==> src/design/idi_pkg.sv <==
package idi_pkg;

  localparam int unsigned MaxStationsDef = 255;
  localparam int unsigned CoordW = 34;
  localparam int unsigned ValueW = 24;
  localparam int unsigned DistW = 35;
  localparam int unsigned SqW = 70;
  localparam int unsigned SumW = 64;
  localparam int unsigned RadiusW = 20;
  localparam int unsigned CountW = 8;

  localparam logic [2:0] RegRoverX = 3'd0;
  localparam logic [2:0] RegRoverY = 3'd1;
  localparam logic [2:0] RegRoverZ = 3'd2;
  localparam logic [2:0] RegOnlyStatic = 3'd3;
  localparam logic [2:0] RegSnapRadius = 3'd4;

  localparam logic [1:0] StatusOk = 2'd0;
  localparam logic [1:0] StatusMissing = 2'd1;
  localparam logic [1:0] StatusEmpty = 2'd2;

  typedef enum logic [3:0] {
    StIdle,
    StDiff,
    StSquare,
    StSqrt,
    StRecip,
    StMulVal,
    StAccum,
    StFinal,
    StDivide,
    StRound,
    StOut
  } state_e;

endpackage

==> src/design/inverse_distance_interpolator_top.sv <==
// Channel   Dir  Handshake                      Words
// s_axis    in   s_axis_tvalid/s_axis_tready    one reference station per word
// m_axis    out  m_axis_tvalid/m_axis_tready    one interpolated result per set
// apb       in   psel/penable/pwrite/pready     rover position, filter, snap radius
//
// Sequence: a counted station keeps s_axis_tready low after its accept while it runs
// the squared distance (diff, then 35 shift-add steps per axis, for all three axes),
// the bit-serial square root, the restoring 2^40/d division, value*w and the
// accumulate step. A skipped station is done in its accept cycle. The last station
// then runs the restoring division for the weighted mean and the rounding step
// before the result word, or goes straight to it on snap, missing value or empty set.
// Reset clears the configuration, the state and the accumulators; s_axis_tready
// stays low while a station is processed or a result is computed or waits.
module inverse_distance_interpolator_top
  import idi_pkg::*;
#(
  parameter int unsigned MaxStations = MaxStationsDef
) (
  input  logic        clk_i,
  input  logic        rst_ni,
  input  logic        s_axis_tvalid,
  output logic        s_axis_tready,
  // tdata: station_x[33:0], station_y[67:34], station_z[101:68],
  //        station_value[125:102], value_present[126], is_static[127]
  input  logic [127:0] s_axis_tdata,
  // tuser: is_rover
  input  logic        s_axis_tuser,
  input  logic        s_axis_tlast,
  output logic        m_axis_tvalid,
  input  logic        m_axis_tready,
  // tdata: interp_value[23:0], status[25:24], stations_used[33:26], zero fill
  output logic [39:0] m_axis_tdata,
  input  logic        psel,
  input  logic        penable,
  input  logic        pwrite,
  input  logic [5:0]  paddr,
  input  logic [63:0] pwdata,
  output logic [63:0] prdata,
  output logic        pready
);

  // configuration
  logic signed [CoordW-1:0] rover_x_q, rover_y_q, rover_z_q;
  logic only_static_q;
  logic [RadiusW-1:0] snap_radius_q;

  logic [2:0] reg_idx;
  logic cfg_wr;
  assign pready = 1'b1;
  assign reg_idx = paddr[5:3];
  assign cfg_wr = psel && penable && pwrite && pready;

  always_ff @(posedge clk_i or negedge rst_ni) begin
    if (!rst_ni) begin
      rover_x_q <= '0;
      rover_y_q <= '0;
      rover_z_q <= '0;
      only_static_q <= 1'b0;
      snap_radius_q <= RadiusW'(1000);
    end else if (cfg_wr) begin
      case (reg_idx)
        RegRoverX: rover_x_q <= pwdata[CoordW-1:0];
        RegRoverY: rover_y_q <= pwdata[CoordW-1:0];
        RegRoverZ: rover_z_q <= pwdata[CoordW-1:0];
        RegOnlyStatic: only_static_q <= pwdata[0];
        RegSnapRadius: snap_radius_q <= pwdata[RadiusW-1:0];
        default: ;
      endcase
    end
  end

  always_comb begin
    prdata = '0;
    if (paddr[2:0] == 3'd0) begin
      case (reg_idx)
        RegRoverX: prdata = {{(64-CoordW){rover_x_q[CoordW-1]}}, rover_x_q};
        RegRoverY: prdata = {{(64-CoordW){rover_y_q[CoordW-1]}}, rover_y_q};
        RegRoverZ: prdata = {{(64-CoordW){rover_z_q[CoordW-1]}}, rover_z_q};
        RegOnlyStatic: prdata = {63'd0, only_static_q};
        RegSnapRadius: prdata = {44'd0, snap_radius_q};
        default: prdata = '0;
      endcase
    end
  end

  // station latch
  logic signed [CoordW-1:0] sx_q, sy_q, sz_q;
  logic signed [ValueW-1:0] sval_q;
  logic present_q, last_q;

  // sequencer state
  state_e state_q, state_d;
  logic [6:0] cnt_q;
  logic [1:0] axis_q;
  logic [CoordW:0] dabs_q;          // |diff|, 35 bits
  logic [SqW-1:0] sq_q;             // sum of squares, shifted out as sqrt radicand
  logic [SqW-1:0] mulacc_q;         // multiplier accumulator
  logic [DistW:0] root_q;           // root under construction
  logic [SqW-1:0] rem_q;            // shared remainder
  logic [SumW-1:0] quo_q;           // shared quotient
  logic [DistW-1:0] dist_q;
  logic [SumW-1:0] divisor_q;
  logic [SumW+ValueW-1:0] prod_q;   // value*w magnitude

  logic [SumW-1:0] inv_sum_q;
  logic signed [SumW-1:0] wsum_q;
  logic [DistW-1:0] near_d_q;
  logic signed [ValueW-1:0] near_v_q;
  logic [CountW-1:0] count_q;
  logic missing_q;

  logic [ValueW-1:0] res_val_q;
  logic [1:0] res_st_q;
  logic [CountW-1:0] res_cnt_q;
  logic neg_q;

  logic accept;
  logic counted;
  assign s_axis_tready = (state_q == StIdle);
  assign accept = s_axis_tvalid && s_axis_tready;
  assign counted = !s_axis_tuser && (!only_static_q || s_axis_tdata[127])
                   && (32'(count_q) < MaxStations);

  assign m_axis_tvalid = (state_q == StOut);
  assign m_axis_tdata = {6'd0, res_cnt_q, res_st_q, res_val_q};

  // shared datapath terms
  logic signed [CoordW:0] diff;
  logic signed [CoordW-1:0] sel_s, sel_r;
  logic [SqW-1:0] trial;
  logic [SqW:0] rem_shift;
  logic [SumW:0] sub_res;

  always_comb begin
    case (axis_q)
      2'd0: begin sel_s = sx_q; sel_r = rover_x_q; end
      2'd1: begin sel_s = sy_q; sel_r = rover_y_q; end
      default: begin sel_s = sz_q; sel_r = rover_z_q; end
    endcase
    diff = (CoordW+1)'(sel_r) - (CoordW+1)'(sel_s);
    // sqrt trial: 4*root + 1, the bit position handled by shifting the remainder
    trial = SqW'({root_q[DistW-1:0], 2'b01});
    // next dividend bit comes out of the top of the quotient register
    rem_shift = {rem_q, quo_q[SumW-1]};
    sub_res = rem_shift[SumW:0] - {1'b0, divisor_q};
  end

  always_comb begin
    state_d = state_q;
    case (state_q)
      StIdle: if (accept) state_d = counted ? StDiff : (s_axis_tlast ? StFinal : StIdle);
      StDiff: state_d = StSquare;
      StSquare: if (cnt_q == 7'd0) state_d = (axis_q == 2'd2) ? StSqrt : StDiff;
      StSqrt: if (cnt_q == 7'd0) state_d = StRecip;
      StRecip: if (cnt_q == 7'd0) state_d = StMulVal;
      StMulVal: if (cnt_q == 7'd0) state_d = StAccum;
      StAccum: state_d = last_q ? StFinal : StIdle;
      StFinal: state_d = (count_q == '0 || missing_q || near_d_q < DistW'(snap_radius_q))
                         ? StOut : StDivide;
      StDivide: if (cnt_q == 7'd0) state_d = StRound;
      StRound: state_d = StOut;
      StOut: if (m_axis_tready) state_d = StIdle;
      default: state_d = StIdle;
    endcase
  end

  always_ff @(posedge clk_i or negedge rst_ni) begin
    if (!rst_ni) begin
      state_q <= StIdle;
      inv_sum_q <= '0;
      wsum_q <= '0;
      near_d_q <= '1;
      near_v_q <= '0;
      count_q <= '0;
      missing_q <= 1'b0;
    end else begin
      state_q <= state_d;
      if (state_q == StAccum) begin
        logic [SumW:0] isum;
        logic signed [SumW+ValueW:0] ws, p;
        isum = {1'b0, inv_sum_q} + {1'b0, quo_q};
        inv_sum_q <= isum[SumW] ? '1 : isum[SumW-1:0];
        if (present_q) begin
          p = sval_q[ValueW-1] ? -$signed({1'b0, prod_q}) : $signed({1'b0, prod_q});
          ws = (SumW+ValueW+1)'(wsum_q) + p;
          if (ws > (SumW+ValueW+1)'(64'sh7FFF_FFFF_FFFF_FFFF))
            wsum_q <= 64'sh7FFF_FFFF_FFFF_FFFF;
          else if (ws < (SumW+ValueW+1)'(64'sh8000_0000_0000_0000))
            wsum_q <= 64'sh8000_0000_0000_0000;
          else
            wsum_q <= ws[SumW-1:0];
        end else begin
          missing_q <= 1'b1;
        end
        if (dist_q < near_d_q) begin
          near_d_q <= dist_q;
          near_v_q <= sval_q;
        end
        if (count_q != '1) count_q <= count_q + 1'b1;
      end
      if (state_q == StOut && m_axis_tready) begin
        inv_sum_q <= '0;
        wsum_q <= '0;
        near_d_q <= '1;
        near_v_q <= '0;
        count_q <= '0;
        missing_q <= 1'b0;
      end
    end
  end

  // datapath registers
  always_ff @(posedge clk_i) begin
    case (state_q)
      StIdle: begin
        if (accept) begin
          sx_q <= s_axis_tdata[33:0];
          sy_q <= s_axis_tdata[67:34];
          sz_q <= s_axis_tdata[101:68];
          sval_q <= s_axis_tdata[125:102];
          present_q <= s_axis_tdata[126];
          last_q <= s_axis_tlast;
          axis_q <= 2'd0;
          sq_q <= '0;
        end
      end
      StDiff: begin
        dabs_q <= diff[CoordW] ? (CoordW+1)'(-diff) : (CoordW+1)'(diff);
        mulacc_q <= '0;
        cnt_q <= 7'(DistW - 1);
      end
      StSquare: begin
        // shift-add multiply, MSB first, one bit per cycle
        logic [SqW-1:0] acc;
        acc = {mulacc_q[SqW-2:0], 1'b0};
        if (dabs_q[cnt_q[5:0]]) acc = acc + SqW'(dabs_q);
        mulacc_q <= acc;
        if (cnt_q == 7'd0) begin
          sq_q <= sq_q + acc;
          axis_q <= axis_q + 2'd1;
          root_q <= '0;
          rem_q <= '0;
          cnt_q <= 7'(DistW - 1);
        end else begin
          cnt_q <= cnt_q - 7'd1;
        end
      end
      StSqrt: begin
        // digit-by-digit root, two radicand bits per step
        logic [SqW-1:0] r2;
        logic fit;
        r2 = {rem_q[SqW-3:0], sq_q[SqW-1 -: 2]};
        fit = (r2 >= trial);
        sq_q <= {sq_q[SqW-3:0], 2'b00};
        root_q <= {root_q[DistW-1:0], fit};
        if (cnt_q == 7'd0) begin
          dist_q <= {root_q[DistW-2:0], fit};
          divisor_q <= (fit || root_q[DistW-2:0] != '0)
                       ? SumW'({root_q[DistW-2:0], fit}) : SumW'(1);
          rem_q <= '0;
          quo_q <= '0;
          cnt_q <= 7'd40;
        end else begin
          rem_q <= fit ? r2 - trial : r2;
          cnt_q <= cnt_q - 7'd1;
        end
      end
      StRecip: begin
        // restoring divide of 2^40: dividend is one bit at the top
        logic [SumW:0] rs, sb;
        rs = {rem_q[SumW-1:0], (cnt_q == 7'd40)};
        sb = rs - {1'b0, divisor_q};
        if (!sb[SumW]) begin
          rem_q <= SqW'(sb[SumW-1:0]);
          quo_q <= {quo_q[SumW-2:0], 1'b1};
        end else begin
          rem_q <= SqW'(rs[SumW-1:0]);
          quo_q <= {quo_q[SumW-2:0], 1'b0};
        end
        if (cnt_q == 7'd0) begin
          prod_q <= '0;
          cnt_q <= 7'(ValueW - 1);
        end else begin
          cnt_q <= cnt_q - 7'd1;
        end
      end
      StMulVal: begin
        logic [ValueW-1:0] mag;
        logic [SumW+ValueW-1:0] pa;
        mag = sval_q[ValueW-1] ? ValueW'(-sval_q) : ValueW'(sval_q);
        pa = {prod_q[SumW+ValueW-2:0], 1'b0};
        if (mag[cnt_q[4:0]]) pa = pa + (SumW+ValueW)'(quo_q);
        prod_q <= pa;
        if (cnt_q != 7'd0) cnt_q <= cnt_q - 7'd1;
      end
      StFinal: begin
        res_cnt_q <= count_q;
        if (count_q == '0) begin
          res_st_q <= StatusEmpty;
          res_val_q <= '0;
        end else if (missing_q) begin
          res_st_q <= StatusMissing;
          res_val_q <= '0;
        end else begin
          res_st_q <= StatusOk;
          res_val_q <= (near_d_q < DistW'(snap_radius_q)) ? near_v_q : '0;
        end
        neg_q <= wsum_q[SumW-1];
        quo_q <= wsum_q[SumW-1] ? SumW'(-wsum_q) : SumW'(wsum_q);
        divisor_q <= inv_sum_q;
        rem_q <= '0;
        cnt_q <= 7'(SumW - 1);
      end
      StDivide: begin
        // quotient shifts in where dividend shifts out
        if (!sub_res[SumW]) begin
          rem_q <= SqW'(sub_res[SumW-1:0]);
          quo_q <= {quo_q[SumW-2:0], 1'b1};
        end else begin
          rem_q <= SqW'(rem_shift[SumW-1:0]);
          quo_q <= {quo_q[SumW-2:0], 1'b0};
        end
        if (cnt_q != 7'd0) cnt_q <= cnt_q - 7'd1;
      end
      StRound: begin
        logic [SumW:0] qq;
        logic [SumW:0] rr2;
        rr2 = {rem_q[SumW-1:0], 1'b0};
        qq = {1'b0, quo_q} + ((rr2 >= {1'b0, divisor_q}) ? 65'd1 : 65'd0);
        if (qq > 65'd8388608) qq = 65'd8388608;
        if (neg_q) res_val_q <= ValueW'(-qq[ValueW:0]);
        else res_val_q <= (qq > 65'd8388607) ? 24'h7FFFFF : qq[ValueW-1:0];
      end
      default: ;
    endcase
  end

endmodule

==> config.mk <==
export PLATFORM = sky130hd
export DESIGN_NAME = inverse_distance_interpolator_top
export DESIGN_NICKNAME = d
export VERILOG_FILES = /design/src/design/idi_pkg.sv /design/src/design/inverse_distance_interpolator_top.sv
export SDC_FILE = /design/constraint.sdc
export NUM_CORES = 2
export LEC_CHECK = 0
export ABC_CLOCK_PERIOD_IN_PS = 12270
export BUFFER_PORTS_ARGS = -buffer_cell sky130_fd_sc_hd__buf_2
export CAP_MARGIN = 40
export CELL_PAD_IN_SITES_DETAIL_PLACEMENT = 1
export CELL_PAD_IN_SITES_GLOBAL_PLACEMENT = 1
export CORE_UTILIZATION = 50
export CTS_BUF_LIST = sky130_fd_sc_hd__clkbuf_2 sky130_fd_sc_hd__clkbuf_4 sky130_fd_sc_hd__clkbuf_8
export DETAILED_ROUTE_END_ITERATION = 10
export PLACE_DENSITY_LB_ADDON = 0.1
export SYNTH_ARGS = -nofsm -noshare
export SYNTH_HDL_FRONTEND = slang
export SYNTH_SLANG_ARGS = --single-unit
==> constraint.sdc <==
create_clock -name clk_i -period 12.27 [get_ports clk_i]
set_input_delay 1.227 -clock clk_i [delete_from_list [all_inputs] [get_ports clk_i]]
set_output_delay 1.227 -clock clk_i [all_outputs]
set_load 0.03 [all_outputs]
==> flow_summary.html <==
<table>
<tr><th>Metric</th><th>Value</th></tr>
<tr><th colspan="2">Run status</th></tr>
<tr><td>Result of the run</td><td>finished clean</td></tr>
<tr><th colspan="2">Clock tree</th></tr>
<tr><td>Clock Sinks</td><td>1023</td></tr>
<tr><td>Buffer levels on the longest clock path</td><td>3</td></tr>
<tr><td>Resized cells post-CTS</td><td>0</td></tr>
<tr><td>Worst-skew pair later-pin latency</td><td>1.01 ns</td></tr>
<tr><td>Number of hold-repair buffers added at the cts stage</td><td>0</td></tr>
<tr><td>Buffer count from post-CTS setup fixing</td><td>0</td></tr>
<tr><td>Cell at the root of the clock tree</td><td>sky130_fd_sc_hd__clkbuf_8</td></tr>
<tr><td>Clock buffers created by TritonCTS</td><td>187</td></tr>
<tr><td>Number of levels the H-tree was split into</td><td>4</td></tr>
<tr><td>Clock tree from TritonCTS</td><td>built</td></tr>
<tr><td>Worst-path clk slew</td><td>approximately 0.070 ns</td></tr>
<tr><th colspan="2">Layout</th></tr>
<tr><td>Share of post-route cells with drive strength above 1</td><td>0.1170</td></tr>
<tr><td>Final-layout fill cell count</td><td>18720</td></tr>
<tr><td>Sequential cell area</td><td>approximately 29000 µm²</td></tr>
<tr><td>Number of nets in the final layout</td><td>about 10000</td></tr>
<tr><td>Area taken by multi-input logic gates</td><td>49030 µm²</td></tr>
<tr><td>Final cell area excluding filler cells</td><td>88930 µm²</td></tr>
<tr><td>Area growth syn-to-layout</td><td>9.463%</td></tr>
<tr><th colspan="2">Setup path</th></tr>
<tr><td>Setup slack of the worst register-to-register path</td><td>2.40 ns</td></tr>
<tr><td>Worst setup startpoint</td><td>rem_q[3]</td></tr>
<tr><td>Maximum fanout along the worst path</td><td>31</td></tr>
<tr><td>Worst reg-to-reg path cell count</td><td>40</td></tr>
<tr><td>Crit Path Category</td><td>reg2reg</td></tr>
<tr><td>Startpoint types</td><td>flip-flop</td></tr>
<tr><td>Origin of the critical flop-to-flop path</td><td>rem_q[3]</td></tr>
<tr><td>Worst flop-to-flop path endpoint</td><td>res_val_q[22]</td></tr>
<tr><td>Critical Path End Type</td><td>flip-flop</td></tr>
<tr><td>Arrival time of the worst setup path</td><td>approximately 11 ns</td></tr>
<tr><td>Required time worst endpoint</td><td>about 13 ns</td></tr>
<tr><td>Worst stage delay on the critical path</td><td>about 0.65 ns</td></tr>
<tr><td>Cell with the largest stage delay on the worst path</td><td>sky130_fd_sc_hd__nor4_2</td></tr>
<tr><th colspan="2">Yosys</th></tr>
<tr><td>Post-synth EDFFs</td><td>700</td></tr>
<tr><td>Warnings, synthesis</td><td>0</td></tr>
<tr><td>Post-synth design cell area</td><td>81240 µm²</td></tr>
<tr><td>Instance count of the mapped netlist</td><td>9184</td></tr>
<tr><td>Share of the yosys chip area belonging to registers</td><td>0.3589</td></tr>
<tr><td>Post-synthesis cell type count</td><td>100</td></tr>
<tr><td>Ys async rst share</td><td>0.3157</td></tr>
<tr><td>Mean Syn Cell Area</td><td>8.846 µm²</td></tr>
<tr><td>Synth Flop Type</td><td>sky130_fd_sc_hd__edfxtp_1</td></tr>
<tr><td>Flip-flop and latch count after synthesis</td><td>1023</td></tr>
<tr><th colspan="2">Drt</th></tr>
<tr><td>Drt via density</td><td>6.303</td></tr>
<tr><td>Vias after detailed routing</td><td>73300</td></tr>
<tr><td>Total wire length after detailed routing</td><td>292.9 mm</td></tr>
<tr><td>Number of routed nets with antenna violations</td><td>0</td></tr>
<tr><td>Number of DRC markers after the initial detailed-route iteration</td><td>5392</td></tr>
<tr><td>Total DRC errors in the routed layout</td><td>0</td></tr>
<tr><td>Routed length per instance</td><td>25.19 µm</td></tr>
<tr><td>Number of detailed-route iterations in the first pass</td><td>5</td></tr>
<tr><th colspan="2">Global route</th></tr>
<tr><td>Initial antenna violation count</td><td>14</td></tr>
<tr><td>Number of global-route vias before repair</td><td>75730</td></tr>
<tr><td>Overflow left after global routing</td><td>0</td></tr>
<tr><td>Largest net degree at the start of global routing</td><td>90</td></tr>
<tr><td>First-pass GRT wire length</td><td>447.5 mm</td></tr>
<tr><td>Total global-route track usage</td><td>0.3499</td></tr>
<tr><th colspan="2">STA</th></tr>
<tr><td>Max-slew violations</td><td>0</td></tr>
<tr><td>Setup Viol. Count Final</td><td>0</td></tr>
<tr><td>Final hold violations</td><td>0</td></tr>
<tr><td>Maximum clock skew at final layout</td><td>0.07906 ns</td></tr>
<tr><td>Final worst slack</td><td>between 2 and 2.5 ns</td></tr>
<tr><td>Headroom to the max-slew limit</td><td>0.3608</td></tr>
<tr><td>Top achievable clock speed</td><td>101.3 MHz</td></tr>
<tr><td>Worst slew pin tran</td><td>~0.95 ns</td></tr>
<tr><td>Shortest period the worst path allows</td><td>9.875 ns</td></tr>
<tr><td>Setup TNS</td><td>0 ns</td></tr>
<tr><td>Setup repair after global routing missed its margin</td><td>false</td></tr>
<tr><td>Share of the cycle needed by the critical path after routing</td><td>0.8048</td></tr>
<tr><th colspan="2">Power and ir drop</th></tr>
<tr><td>Power density cells</td><td>328.0 nW/µm²</td></tr>
<tr><td>Leakage component of the power</td><td>36.72 nW</td></tr>
<tr><td>Peak supply drop</td><td>0.0001747 V</td></tr>
<tr><th colspan="2">Placement</th></tr>
<tr><td>Placement-stage cell area</td><td>84800 µm²</td></tr>
<tr><td>Gp weighted congestion</td><td>between 0.9 and 1</td></tr>
<tr><td>Number of input and output port buffers inserted</td><td>between 200 and 300</td></tr>
<tr><td>Worst slack at placement</td><td>2.615 ns</td></tr>
<tr><td>DP Wirelength</td><td>about 230 mm</td></tr>
<tr><th colspan="2">Floorplanning</th></tr>
<tr><td>I/O pin total</td><td>314</td></tr>
<tr><td>Initial standard-cell utilization of the core</td><td>0.5048</td></tr>
<tr><td>Total die area</td><td>164100 µm²</td></tr>
<tr><td>Number of rows in the core area</td><td>147</td></tr>
<tr><td>Chip Width</td><td>roughly 400 µm</td></tr>
<tr><td>Placeable Area</td><td>160900 µm²</td></tr>
<tr><td>Die Ht</td><td>405.1 µm</td></tr>
<tr><th colspan="2">Min path</th></tr>
<tr><td>Worst hold-check path type</td><td>in2async</td></tr>
<tr><th colspan="2">Job</th></tr>
<tr><td>Max-cap viol count</td><td>0</td></tr>
</table>
per-stage QoR:
stage	utilization	power (mW)	instances	hold WS [ns]
floorplan	-	19.54	9189	0.4264
global route	0.5526	31.10	11630	0.2756
detailed placement	0.5269	25.18	11270	0.4504
CTS	0.5523	28.99	11620	0.2308
global placement	0.5244	24.37	11240	0.4513
finish	0.5526	29.17	11630	0.2444
where the power goes:
group	switching, mW	internal [mW]	total [mW]	leakage [nW]
Sequential	1.52	5.29	6.81	10.5
Combinational	11.7	6.98	18.7	24.1
Clock	1.67	1.97	3.64	2.15
Total	14.9	14.2	29.2	36.7
sequential cells by signal (all words and copies together) (netlist names), 20 cells and up:
| name | cells |
|---|---|
| inv_sum_q | 64 |
| sval_q | 24 |
| sx_q | 34 |
| dist_q | 35 |
| prod_q | 88 |
| snap_radius_q | 20 |
| sy_q | 34 |
| divisor_q | 64 |
| near_v_q | 24 |
| rover_y_q | 34 |
| sq_q | 70 |
| quo_q | 64 |
| sz_q | 34 |
| res_val_q | 24 |
| rem_q | 68 |
| dabs_q | 35 |
| rover_z_q | 34 |
| mulacc_q | 69 |
| wsum_q | 64 |
| near_d_q | 35 |
| root_q | 35 |
| rover_x_q | 34 |
critical path, delay by kind of cell (launching register included):
kind / cells / cell delay [ns]
and+or+nand+nor: 19 / 4.25
xor gates and xnor gates: 1 / 0.15
DFF: 1 / 0.47
AOI/OAI and AO/OA: 13 / 2.89
adders and majority gates: 4 / 1.28
buffers and inverters: 3 / 0.71
synth_stat cells, types with 60 or more instances:
cell | n | area [µm²]
sky130_fd_sc_hd__mux2i_1 | 179 | 1792
sky130_fd_sc_hd__a21oi_1 | 860 | 4304
sky130_fd_sc_hd__inv_1 | 359 | 1348
sky130_fd_sc_hd__nor2b_1 | 71 | 444.2
sky130_fd_sc_hd__nor2_1 | 627 | 2354
sky130_fd_sc_hd__ha_1 | 521 | 6519
sky130_fd_sc_hd__nor3_1 | 125 | 625.6
sky130_fd_sc_hd__and2_1 | 141 | 882.1
sky130_fd_sc_hd__nand4_1 | 146 | 913.4
sky130_fd_sc_hd__a22oi_2 | 61 | 763.2
sky130_fd_sc_hd__clkbuf_1 | 410 | 1539
sky130_fd_sc_hd__dfrtp_1 | 282 | 7057
sky130_fd_sc_hd__o21a_1 | 76 | 570.6
sky130_fd_sc_hd__a22oi_1 | 87 | 653.1
sky130_fd_sc_hd__nand2b_1 | 91 | 569.3
sky130_fd_sc_hd__edfxtp_1 | 700 | 21020
sky130_fd_sc_hd__a21o_1 | 297 | 2230
sky130_fd_sc_hd__o21bai_1 | 111 | 833.3
sky130_fd_sc_hd__xor2_1 | 321 | 2811
sky130_fd_sc_hd__nand3_1 | 176 | 880.8
sky130_fd_sc_hd__o31ai_1 | 92 | 690.7
sky130_fd_sc_hd__or3_1 | 61 | 381.6
sky130_fd_sc_hd__nor4_1 | 60 | 375.4
sky130_fd_sc_hd__mux2_2 | 146 | 1644
sky130_fd_sc_hd__xnor2_1 | 463 | 4055
sky130_fd_sc_hd__nand2_1 | 1028 | 3859
sky130_fd_sc_hd__and3_1 | 88 | 550.5
sky130_fd_sc_hd__a31oi_1 | 99 | 619.3
sky130_fd_sc_hd__o21ai_0 | 736 | 3684
kinds of logic (layout without fill, tap and decap cells):
| group | count (synthesis) | after routing | synth area share |
|---|---|---|---|
| compound gates | 2886 | 2886 | 0.2253 |
| xor+xnor | 784 | 784 | 0.08452 |
| fa+ha+maj | 529 | 529 | 0.08221 |
| buf+inv | 849 | 1119 | 0.04185 |
| flops | 1023 | 1023 | 0.3589 |
| mux | 337 | 337 | 0.04562 |
| other cells | 2 | 18 | 0.00009244 |
| simple gates | 2774 | 2774 | 0.1615 |
how the worst max path moves through the flow:
| stage | endpoint | slack, ns | cells past startpoint |
|---|---|---|---|
| after global routing | res_val_q[22] | 1.78 | 40 |
| after global placement | res_val_q[22] | 2.93 | 40 |
| final | res_val_q[22] | 2.40 | 40 |
| after detailed placement | res_val_q[22] | 2.61 | 40 |
| after floorplan | prod_q[0] | 3.45 | 8 |
| after CTS | res_val_q[22] | 2.58 | 40 |
final cells by class:
cell class	count	share of cell area
antenna	11	0.0003095
clock buffer	251	0.03568
clock inverter	99	0.01030
inverter	361	0.01525
multi-input combinational	7317	0.5514
sequential	1023	0.3279
tap	2160	0.03039
timing repair buffer	408	0.02883
per-layer routing:
metal	part of all wire	vias up	track usage
li1	-	33890	-
met4	0.046	8	0.1559
met5	0.00023	-	0
met2	0.49	1982	0.6102
met3	0.047	607	0.04565
met1	0.41	36820	0.4300
cells in the final DEF, fill, tap and decap left out, drive strengths merged, types with 48 or more instances in the layout:
cell type	count
buf	406
a22oi	148
clkinv	73
o21ai	740
nand2b	91
dfrtp	282
nand4	146
inv	371
or3	61
o31ai	93
a21oi	860
a211oi	48
and2	146
a31oi	99
nand2	1028
o21bai	111
o21a	76
nand3	176
ha	521
clkbuf	251
edfxtp	700
mux2i	179
nor2	628
nor3	126
nor2b	71
xor2	321
and3	88
a21o	297
xnor2	463
mux2	146
nor4	61
Power figures use the tool's default switching activity.
